===== config.mk =====
export PLATFORM = sky130hd
export DESIGN_NAME = base64_stream_encoder
export DESIGN_NICKNAME = d
export VERILOG_FILES = /design/src/rtl/b64e_pkg.sv /design/src/rtl/b64e_front.sv /design/src/rtl/b64e_queue.sv /design/src/rtl/b64e_back.sv /design/src/rtl/base64_stream_encoder.sv
export SDC_FILE = /design/constraint.sdc
export NUM_CORES = 1
export LEC_CHECK = 0
export ABC_AREA = 1
export BUFFER_PORTS_ARGS = -buffer_cell sky130_fd_sc_hd__buf_2
export CAP_MARGIN = 20
export CORE_MARGIN = 5
export CORE_UTILIZATION = 60
export DETAILED_ROUTE_END_ITERATION = 7
export PLACE_DENSITY = 0.85
export SYNTH_ARGS = -nofsm -noshare
export SYNTH_HDL_FRONTEND = slang
export SYNTH_SLANG_ARGS = --single-unit

===== constraint.sdc =====
create_clock -name i_clk -period 3.11 [get_ports i_clk]
set_input_delay 0.1555 -clock i_clk [delete_from_list [all_inputs] [get_ports i_clk]]
set_output_delay 0.1555 -clock i_clk [all_outputs]
set_load 0.01 [all_outputs]

===== src/rtl/b64e_pkg.sv =====
package b64e_pkg;

    localparam int B64E_QUEUE_DEPTH = 2;

    localparam logic [6:0] ASCII_UPPER_A = 7'h41;
    localparam logic [6:0] ASCII_LOWER_A = 7'h61;
    localparam logic [6:0] ASCII_ZERO    = 7'h30;
    localparam logic [6:0] ASCII_PLUS    = 7'h2B;
    localparam logic [6:0] ASCII_SLASH   = 7'h2F;
    localparam logic [6:0] ASCII_PAD     = 7'h3D;

    typedef struct packed {
        logic [7:0] data_byte;
        logic       last_byte;
    } t_in_item;

    typedef struct packed {
        logic [6:0] out_char;
        logic       last_char;
    } t_out_item;

    // One classified input byte: up to two sextets, then zero to two pad characters.
    typedef struct packed {
        logic [5:0] sextet0;
        logic [5:0] sextet1;
        logic       two_data;
        logic [1:0] pad_cnt;
        logic       last;
    } t_job;

    typedef struct packed {
        logic full;
        logic empty;
    } t_q_stat;

    // Map a six-bit value onto the standard base64 alphabet.
    function automatic logic [6:0] b64_char(input logic [5:0] idx);
        logic [6:0] v;
        v = {1'b0, idx};
        if (idx < 6'd26) begin
            b64_char = ASCII_UPPER_A + v;
        end else if (idx < 6'd52) begin
            b64_char = ASCII_LOWER_A + (v - 7'd26);
        end else if (idx < 6'd62) begin
            b64_char = ASCII_ZERO + (v - 7'd52);
        end else if (idx == 6'd62) begin
            b64_char = ASCII_PLUS;
        end else begin
            b64_char = ASCII_SLASH;
        end
    endfunction

endpackage


===== src/rtl/b64e_front.sv =====
module b64e_front
    import b64e_pkg::*;
(
    input  logic     i_clk,
    input  logic     i_rst_n,
    input  logic     i_valid,
    output logic     o_ready,
    input  t_in_item i_data,
    input  logic     i_q_full,
    output logic     o_push,
    output t_job     o_job
);

    typedef enum logic [2:0] {
        PH_0 = 3'b001,
        PH_1 = 3'b010,
        PH_2 = 3'b100
    } t_phase;

    t_phase     r_phase, n_phase;
    logic [3:0] r_carry, n_carry;
    logic [7:0] b;
    logic       accept;

    assign b       = i_data.data_byte;
    assign o_ready = !i_q_full;
    assign accept  = i_valid && o_ready;
    assign o_push  = accept;

    always_comb begin
        o_job   = '0;
        n_phase = r_phase;
        n_carry = r_carry;
        unique case (r_phase)
            PH_1: begin
                o_job.sextet0 = {r_carry[1:0], b[7:4]};
                o_job.sextet1 = {b[3:0], 2'b00};
                if (i_data.last_byte) begin
                    o_job.two_data = 1'b1;
                    o_job.pad_cnt  = 2'd1;
                    o_job.last     = 1'b1;
                    n_phase        = PH_0;
                    n_carry        = '0;
                end else begin
                    n_phase = PH_2;
                    n_carry = b[3:0];
                end
            end
            PH_2: begin
                o_job.sextet0  = {r_carry, b[7:6]};
                o_job.sextet1  = b[5:0];
                o_job.two_data = 1'b1;
                o_job.last     = i_data.last_byte;
                n_phase        = PH_0;
                n_carry        = '0;
            end
            default: begin
                o_job.sextet0 = b[7:2];
                o_job.sextet1 = {b[1:0], 4'b0000};
                if (i_data.last_byte) begin
                    o_job.two_data = 1'b1;
                    o_job.pad_cnt  = 2'd2;
                    o_job.last     = 1'b1;
                    n_phase        = PH_0;
                    n_carry        = '0;
                end else begin
                    n_phase = PH_1;
                    n_carry = {2'b00, b[1:0]};
                end
            end
        endcase
    end

    always_ff @(posedge i_clk) begin
        if (!i_rst_n) begin
            r_phase <= PH_0;
            r_carry <= '0;
        end else if (accept) begin
            r_phase <= n_phase;
            r_carry <= n_carry;
        end
    end

endmodule


===== src/rtl/b64e_queue.sv =====
module b64e_queue
    import b64e_pkg::*;
#(
    parameter int DEPTH = B64E_QUEUE_DEPTH
) (
    input  logic    i_clk,
    input  logic    i_rst_n,
    input  logic    i_push,
    input  t_job    i_job,
    input  logic    i_pop,
    output t_job    o_head,
    output t_q_stat o_stat
);

    localparam int PTR_W = (DEPTH > 1) ? $clog2(DEPTH) : 1;
    localparam int CNT_W = $clog2(DEPTH + 1);
    localparam logic [PTR_W-1:0] PTR_LAST = PTR_W'(DEPTH - 1);
    localparam logic [CNT_W-1:0] CNT_FULL = CNT_W'(DEPTH);

    t_job             r_mem [DEPTH];
    logic [PTR_W-1:0] r_wr_ptr, r_rd_ptr;
    logic [CNT_W-1:0] r_count;
    logic             do_push, do_pop;

    assign o_stat.full  = (r_count == CNT_FULL);
    assign o_stat.empty = (r_count == '0);
    assign do_push      = i_push && !o_stat.full;
    assign do_pop       = i_pop && !o_stat.empty;
    assign o_head       = r_mem[r_rd_ptr];

    always_ff @(posedge i_clk) begin
        if (do_push) begin
            r_mem[r_wr_ptr] <= i_job;
        end
    end

    always_ff @(posedge i_clk) begin
        if (!i_rst_n) begin
            r_wr_ptr <= '0;
            r_rd_ptr <= '0;
            r_count  <= '0;
        end else begin
            if (do_push) begin
                r_wr_ptr <= (r_wr_ptr == PTR_LAST) ? '0 : r_wr_ptr + 1'b1;
            end
            if (do_pop) begin
                r_rd_ptr <= (r_rd_ptr == PTR_LAST) ? '0 : r_rd_ptr + 1'b1;
            end
            if (do_push && !do_pop) begin
                r_count <= r_count + 1'b1;
            end else if (do_pop && !do_push) begin
                r_count <= r_count - 1'b1;
            end
        end
    end

endmodule


===== src/rtl/b64e_back.sv =====
module b64e_back
    import b64e_pkg::*;
(
    input  logic      i_clk,
    input  logic      i_rst_n,
    input  t_job      i_head,
    input  t_q_stat   i_q_stat,
    output logic      o_pop,
    output logic      o_valid,
    input  logic      i_ready,
    output t_out_item o_data
);

    logic [1:0] r_idx;
    logic       r_valid;
    t_out_item  r_data;
    logic       load;
    logic       job_end;
    logic [1:0] last_idx;
    logic [6:0] sel_char;

    assign last_idx = {1'b0, i_head.two_data} + i_head.pad_cnt;
    assign job_end  = (r_idx == last_idx);
    assign load     = !i_q_stat.empty && (!r_valid || i_ready);
    assign o_pop    = load && job_end;

    always_comb begin
        if (r_idx == 2'd0) begin
            sel_char = b64_char(i_head.sextet0);
        end else if (r_idx == 2'd1 && i_head.two_data) begin
            sel_char = b64_char(i_head.sextet1);
        end else begin
            sel_char = ASCII_PAD;
        end
    end

    always_ff @(posedge i_clk) begin
        if (!i_rst_n) begin
            r_idx   <= '0;
            r_valid <= 1'b0;
        end else begin
            if (load) begin
                r_idx   <= job_end ? 2'd0 : r_idx + 2'd1;
                r_valid <= 1'b1;
            end else if (i_ready) begin
                r_valid <= 1'b0;
            end
        end
    end

    always_ff @(posedge i_clk) begin
        if (load) begin
            r_data.out_char  <= sel_char;
            r_data.last_char <= i_head.last && job_end;
        end
    end

    assign o_valid = r_valid;
    assign o_data  = r_data;

endmodule


===== src/rtl/base64_stream_encoder.sv =====
// Channel | Direction | Handshake          | Payload
// input   | in        | i_valid / o_ready  | i_data : t_in_item  (data_byte, last_byte)
// output  | out       | o_valid / i_ready  | o_data : t_out_item (out_char, last_char)
//
// An input transaction is taken whenever the job queue has room.
// Output leaves at one character per cycle from a registered stage while i_ready
// is high and a job is queued, so one byte yields one to four output characters
// (one or two mid-group, two to four on a last byte, depending on where it falls
// in its group); the output register sets the sustained rate.
// Reset is synchronous and active low; it returns to the start of a group.
// Output stalls fill the queue and then hold o_ready low; input gaps drain it.
module base64_stream_encoder
    import b64e_pkg::*;
#(
    parameter int QUEUE_DEPTH = B64E_QUEUE_DEPTH
) (
    input  logic      i_clk,
    input  logic      i_rst_n,
    input  logic      i_valid,
    output logic      o_ready,
    input  t_in_item  i_data,
    output logic      o_valid,
    input  logic      i_ready,
    output t_out_item o_data
);

    // The front tracks the position in the three-byte group and the carried
    // low bits, and turns each byte into a job: the sextets it completes and
    // the amount of padding it owes.
    t_job    front_job;
    logic    front_push;
    t_job    q_head;
    t_q_stat q_stat;
    logic    back_pop;

    b64e_front u_front (
        .i_clk    (i_clk),
        .i_rst_n  (i_rst_n),
        .i_valid  (i_valid),
        .o_ready  (o_ready),
        .i_data   (i_data),
        .i_q_full (q_stat.full),
        .o_push   (front_push),
        .o_job    (front_job)
    );

    // A short queue lets the front keep taking bytes while the back is still
    // sending the characters of earlier ones.
    b64e_queue #(
        .DEPTH (QUEUE_DEPTH)
    ) u_queue (
        .i_clk   (i_clk),
        .i_rst_n (i_rst_n),
        .i_push  (front_push),
        .i_job   (front_job),
        .i_pop   (back_pop),
        .o_head  (q_head),
        .o_stat  (q_stat)
    );

    // The back walks the head job one character per cycle while i_ready allows, mapping
    // sextets through the alphabet and appending '=' where the job asks for it.
    b64e_back u_back (
        .i_clk    (i_clk),
        .i_rst_n  (i_rst_n),
        .i_head   (q_head),
        .i_q_stat (q_stat),
        .o_pop    (back_pop),
        .o_valid  (o_valid),
        .i_ready  (i_ready),
        .o_data   (o_data)
    );

    // Padding is only ever owed at the end of a message.
    a_pad_only_on_last: assert property (@(posedge i_clk) disable iff (!i_rst_n)
        front_push && !front_job.last |-> front_job.pad_cnt == 2'd0)
        else $error("padding requested for a byte that is not last");

    // A full queue can never also report empty.
    a_queue_flags: assert property (@(posedge i_clk) disable iff (!i_rst_n)
        q_stat.full |-> !q_stat.empty)
        else $error("queue reports full and empty together");

    // A new output transaction appears only when a job was waiting.
    a_out_from_job: assert property (@(posedge i_clk) disable iff (!i_rst_n)
        $rose(o_valid) |-> $past(!q_stat.empty))
        else $error("output became valid with no queued job");

    // The queue is never pushed while full.
    a_no_overflow: assert property (@(posedge i_clk) disable iff (!i_rst_n)
        front_push |-> !q_stat.full)
        else $error("push into a full queue");

endmodule

==> impl_results.md, run 1 <==
- Status: finished clean
- Static leakage: roughly 1.6 nW
- CTS tree: yes
- Global Route Usage Sum: approximately 19%
- Largest family of logic cells by synthesized area: simple AND/OR/NAND/NOR gates
- Met3 Usage GRT: roughly 3.9%
- CP peak stage delay: approximately 0.43 ns
- Final Max Tran Viols: 0
- Hold/Removal Path Class: input pin to register
- Iteration count of the initial detailed-routing pass: 4
- Crit path cell chain: inv_6 > or2_2 > o21ai_1 > inv_1 > ha_1 > xnor2_1 > xor2_2 > nand3_2 > ha_1 > a21oi_1 > o21ai_0 > o21ai_0 > a21oi_1
- Fin crit period: approximately 2.8 ns
- Hold Path Depth: 1
- Layout cells sized above 1: 16.1%
- Routed WL per cell: 13.3 µm
- # hold bufs at CTS: 0
- Starting Density: between 60% and 70%
- Vias in the first global route: 2552
- Iteration-0 DRC Markers: approximately 110
- RSZ-0062 raised after global routing: no
- Commonest non-fill, non-tap cell in the layout: nand2_1
- Fmax: roughly 0.35 GHz
- Tcrit/Tclk final: between 90% and 100%
- Total gr overflow: 0
- Largest net degree at the start of global routing: 20
- Worst R2R Path Depth: 13
- Peak VDD IR: about 500 µV
- DRC: 0
- Root buffer cell: clkbuf_8
- Power Density: approximately 930 nW/µm²
- Worst-margin pin slew: around 0.46 ns
- CP Data Required Time: 3.32 ns
- Final TNS setup: 0 ns
- CP Launch Type: register
- Post-Synth Adder-Cell Area: 5.76%
- Synth Area in Compound Gates: about 8.9%
- CP Max Fanout: 16
- CTS sink count: 55
- DR vias: roughly 2600
- Site Rows: 26
- Port buffer count: 22
- Met1 Use GR: between 20% and 30%
- Slew headroom: just under 70%
- Mean Syn Cell Area: roughly 8.3 µm²
- Multi-input logic area: 1450 µm²
- H-tree depth: 2
- Die H: 83.7 µm
- Initial antenna violation count: 0
- Post-DRT Antenna Nets: 0
- Post_cts resized: 0
- Total wire length: around 6500 µm
- Final Hold Viols: 0
- Die area: 7010 µm²
- Synth Area in XOR/XNOR: 3.18%
- Post-synth top area cell: edfxtp_1
- Setup Buffers After CTS: 0
- Total CTS buffers: 5
- CORE AREA: 5200 µm²
- Setup CP Type: register to register
- Final Power: between 0.003 and 0.004 W
- Area growth syn-to-layout: 8.37%
- FF/Latch Area: 1500 µm²
- Crit path capture type: register
- Filler Cell Count: 435
- Number of diodes: 0
- Placed cell count: ~490
- Busiest grt layer: met2
- Synth area leaders: edfxtp_1, nand2_1, dfxtp_1
- Max-Cap Viols: 0
- Post-Synth Simple-Gate Area: about a quarter
- Share of the synthesized area in the top cell type: between 30 and 40%
- Mapped Cells: about 390
- GR Layer Usage met2: about 34%
- Final HPWL DP: between 5000 and 6000 µm
- Yosys cell types: 34
- Clock Skew: approximately 0.0095 ns
- Clock slew at reported path FFs: around 0.11 ns
- Sequential cell area fraction in the yosys report: 46.0%
- First-pass GRT wire length: 11200 µm
- WP data arrival: 3.04 ns
- Nets: 450
- Syn_nets: about 420
- Vias per cell: ~5.3
- Non-Filler Instances: 493
- Multiplexer share of the synthesized area: 0%
- GP Congestion: a little under 0.9
- Io pins: 23
- Clock latency on the worst-skew pair: slightly above 0.3 ns
- Die W: roughly 84 µm
- Critical path's slowest cell: dfxtp_1
- CTS Buffer Depth: 2
- Commonest non-fill, non-tap cells in the layout: nand2_1, inv_1, edfxtp_1
- Cell Area, Synth: 3260 µm²
- Synth warnings: 0
- Final setup viols: 0
- Synthesized flop and latch total: 55
-- logic make-up (layout without fill, tap and decap cells) --
family	after synthesis	in the layout
compound gates	49	49
fa+ha+maj	15	15
xor+xnor	11	11
buf+inv	73	102
simple gates	191	191
flops	55	55
-- per-layer routing --
layer | up-vias | share of wire, %
li1 | 1339 | -
met1 | 1173 | 43
met2 | 71 | 49
met3 | 18 | 5.2
met4 | 0 | 2.3
met5 | - | 0
-- report_power, final --
part           switching [W]  internal, W
sequential         0.0000589      0.00101
combinational        0.00118     0.000610
clock               0.000258     0.000168
total                0.00150      0.00179
-- path summary, 6_finish.rpt --
kind                                         start                  end  slack, ns
worst max-delay path                      register   u_queue.r_count[1]       0.28
worst min-delay path                     i_data[0]  u_queue.r_mem[0][0]       0.07
worst max register to register            register   u_queue.r_count[1]       0.28
worst min register to register  u_front.r_carry[0]   u_front.r_carry[0]       0.48
-- registers in the layout, summed over array words and instances, names as in the netlist, 2 cells and up, named ones only --
signal and count:
u_back.o_data 8, u_queue.r_count 2, u_front.r_phase 3, u_front.r_carry 4, u_queue.r_mem 32, u_back.r_idx 2
-- synth_stat cells --
master and n:
a21oi_1 20, a22oi_1 1, buf_12 1, buf_6 2, clkbuf_1 2, dfxtp_1 15
edfxtp_1 40, ha_1 15, inv_1 60, inv_2 7, inv_6 1, nand2_1 109
nand2_2 16, nand2_4 2, nand3_1 27, nand3_2 1, nand3_4 1, nand3b_2 1
nand4_1 5, nor2_1 21, nor2_2 1, nor3_1 3, nor3_2 1, o211ai_1 3
o21ai_0 10, o21ai_1 4, o21ai_2 1, o221ai_1 8, o22ai_1 2, or2_1 2
or2_2 1, xnor2_1 5, xor2_1 5, xor2_2 1
-- metrics by stage --
step                setup WS [ns]  hold WS, ns  util (%)  cell area, µm²
detailed placement          0.308        0.391      66.1            3440
floorplan                   0.645        0.254         -            3260
CTS                         0.239       0.0576      67.9            3530
finish                      0.281       0.0696      67.9            3530
global route               0.0926       0.0613      67.9            3530
global placement            0.601        0.384      66.1            3440
-- area by class of cell --
type                            count  area share, %
Timing Repair Buffer               26           3.97
Clock buffer                        5           1.95
Tap cell                           70           2.48
Multi-Input combinational cell    266           41.0
Clock inverter                      3          0.744
Sequential cell                    55           42.5
Inverter                           68           7.37
-- worst max-delay path: cells and delay by family (launching register included) --
family	cells	cell delay, ns
AO/OA/AOI/OAI	5	0.70
adder cells (fa/ha/maj)	2	0.55
XOR/XNOR	2	0.46
flip-flops	1	0.43
AND/OR/NAND/NOR	2	0.41
buffers and inverters	2	0.17
Note: power is estimated with default switching activity, not from simulation.
==> inputs of run 2 (changes only) <==
--- a/config.mk
+++ b/config.mk
@@ -12,6 +12,7 @@
 export CORE_UTILIZATION = 60
 export DETAILED_ROUTE_END_ITERATION = 7
 export PLACE_DENSITY = 0.85
+export REMOVE_ABC_BUFFERS = 1
 export SYNTH_ARGS = -nofsm -noshare
 export SYNTH_HDL_FRONTEND = slang
 export SYNTH_SLANG_ARGS = --single-unit
==> run 2 against run 1 <==
  * Worst setup slack improved by 0.089 ns
  * Largest power group unchanged
  * Maximum frequency rose by 3.3%
  * Non-clock buffer count unchanged
  * Via count is 0.23% lower
  * Worst hold slack better by 0.016 ns
  * Sequential share of layout area rose by 0.075 points
  * Total power down 1.7%
  * Final area is 0.18% lower
  * Critical endpoint unchanged
==> impl_results.md, run 2 (synthesis results as in run 1) <==
- Status: finished clean (unchanged)
- Site Rows: 26 (unchanged)
- DR vias: 2595 (was 2601)
- CTS tree: yes (unchanged)
- Final Hold Viols: 0 (unchanged)
- CTS sink count: 55 (unchanged)
- Io pins: 23 (unchanged)
- Iteration-0 DRC Markers: 104 (was 114)
- Area growth syn-to-layout: 8.17% (was 8.37%)
- Port buffer count: 22 (unchanged)
- DRC: 0 (unchanged)
- Final setup viols: 0 (unchanged)
- Initial antenna violation count: 0 (unchanged)
- RSZ-0062 raised after global routing: no (unchanged)
- CP Data Required Time: 3.30 ns (was 3.32 ns)
- Iteration count of the initial detailed-routing pass: 4 (unchanged)
- Max Used Layer: met4 (unchanged)
- Starting Density: 62.6% (unchanged)
- Filler Cell Count: 425 (was 435)
- Commonest non-fill, non-tap cell in the layout: nand2_1 (unchanged)
- First-pass GRT wire length: 10600 µm (was 11200 µm)
- Worst-margin pin slew: 0.479 ns (was 0.460 ns)
- Largest Register: u_queue.r_mem (unchanged)
- Global Route Usage Sum: 18.3% (was 19.5%)
- Vias in the first global route: 2405 (was 2552)
- Routed wl met3: 299 µm (was 340 µm)
- Total CTS buffers: 5 (unchanged)
- CP Max Fanout: 16 (unchanged)
- Die W: 83.7 µm (unchanged)
- Routed WL per cell: 12.5 µm (was 13.3 µm)
- Total gr overflow: 0 (unchanged)
- Max FFs per register: 32 (unchanged)
- Tcrit/Tclk final: 88.1% (was 91.0%)
- CTS Buffer Depth: 2 (unchanged)
- WL met2: 3120 µm (was 3210 µm)
- Die area: 7010 µm² (unchanged)
- Fin crit period: 2.74 ns (was 2.83 ns)
- Number of diodes: 0 (unchanged)
- Crit path capture type: register (unchanged)
- Layout cells sized above 1: 15.8% (was 16.1%)
- Post_cts resized: 0 (unchanged)
- Final HPWL DP: 4800 µm (was 5080 µm)
- WP data arrival: 2.93 ns (was 3.04 ns)
- Setup Buffers After CTS: 0 (unchanged)
- Commonest non-fill, non-tap cells in the layout: nand2_1, inv_1, edfxtp_1 (unchanged)
- GP Congestion: 0.920 (was 0.891)
- Final Power: 0.00323 W (was 0.00329 W)
- Largest net degree at the start of global routing: 19 (was 20)
- Root buffer cell: clkbuf_8 (unchanged)
- Total wire length: 6140 µm (was 6530 µm)
- Die H: 83.7 µm (unchanged)
- Fmax: 0.365 GHz (was 0.354 GHz)
- Post-DRT Antenna Nets: 0 (unchanged)
- Nets: 450 (unchanged)
- # hold bufs at CTS: 0 (unchanged)
- Hold/Removal Path Class: input pin to register (unchanged)
- Static leakage: 1.62 nW (about the same)
- Slew headroom: 68.0% (was 69.2%)
- Max-Cap Viols: 0 (unchanged)
- Setup CP Type: register to register (unchanged)
- Clock latency on the worst-skew pair: 0.30 ns (was 0.31 ns)
- Peak VDD IR: 589 µV (was 504 µV)
- Clock Skew: 0.00610 ns (was 0.00952 ns)
- H-tree depth: 2 (unchanged)
- M1 WL: 2650 µm (was 2830 µm)
- Power Density: 917 nW/µm² (was 931 nW/µm²)
- Clock slew at reported path FFs: 0.10 ns (was 0.11 ns)
- CORE AREA: 5200 µm² (unchanged)
- Final TNS setup: 0 ns (unchanged)
- Core Util, Final: 67.8% (was 67.9%)
- Final Max Tran Viols: 0 (unchanged)
- CP Launch Type: register (unchanged)
- Vias per cell: 5.26 (was 5.28)
run 2: per-stage QoR:
stage / setup slack (ns) / cell area (µm²) / instances / hold WS (ns)
2_1_floorplan: 0.330 / 3210 / 389 / 0.254
3_3_place_gp: 0.584 / 3440 / 485 / 0.390
3_5_place_dp: 0.388 / 3440 / 485 / 0.388
4_1_cts: 0.358 / 3530 / 493 / 0.0697
5_1_grt: 0.116 / 3530 / 493 / 0.0695
6_report: 0.371 / 3530 / 493 / 0.0854
run 2: final timing paths:
path / from / endpoint / slack, ns / cells after the start
setup reg to reg: register / u_queue.r_count[1] / 0.37 / 13
hold / removal: i_data[0] / u_queue.r_mem[1][0] / 0.09 / 1
setup / recovery: register / u_queue.r_count[1] / 0.37 / 13
hold reg to reg: u_front.r_carry[2] / u_front.r_carry[2] / 0.47 / 2
run 2: worst max-delay path, cell delays in order (launching register included):
cell and delay [ns]:
dfxtp_1 0.42, inv_6 0.10, or2_2 0.28, o21ai_1 0.16
inv_1 0.08, ha_1 0.21, xnor2_1 0.24, xor2_2 0.20
nand3_2 0.11, ha_1 0.32, a21oi_1 0.14, o21ai_0 0.13
o21ai_0 0.18, a21oi_1 0.06
run 2: cell type report:
class | count | area, µm² | share of cell area (%)
Inverter | 68 | 260 | 7.38
Tap cell | 70 | 87.6 | 2.48
Clock inverter | 2 | 16.3 | 0.461
Multi-Input combinational cell | 266 | 1450 | 41.1
Clock buffer | 6 | 72.6 | 2.06
Sequential cell | 55 | 1500 | 42.6
Timing Repair Buffer | 26 | 140 | 3.97
run 2: routing by layer:
metal,GRT usage [%],up-vias
met5,0,-
met4,4.68,0
met3,3.65,9
met2,32.5,79
met1,22.7,1176
li1,-,1331
run 2: where the power goes:
part	switching, W	internal [W]
sequential	0.0000561	0.00101
combinational	0.00117	0.000610
clock	0.000225	0.000162
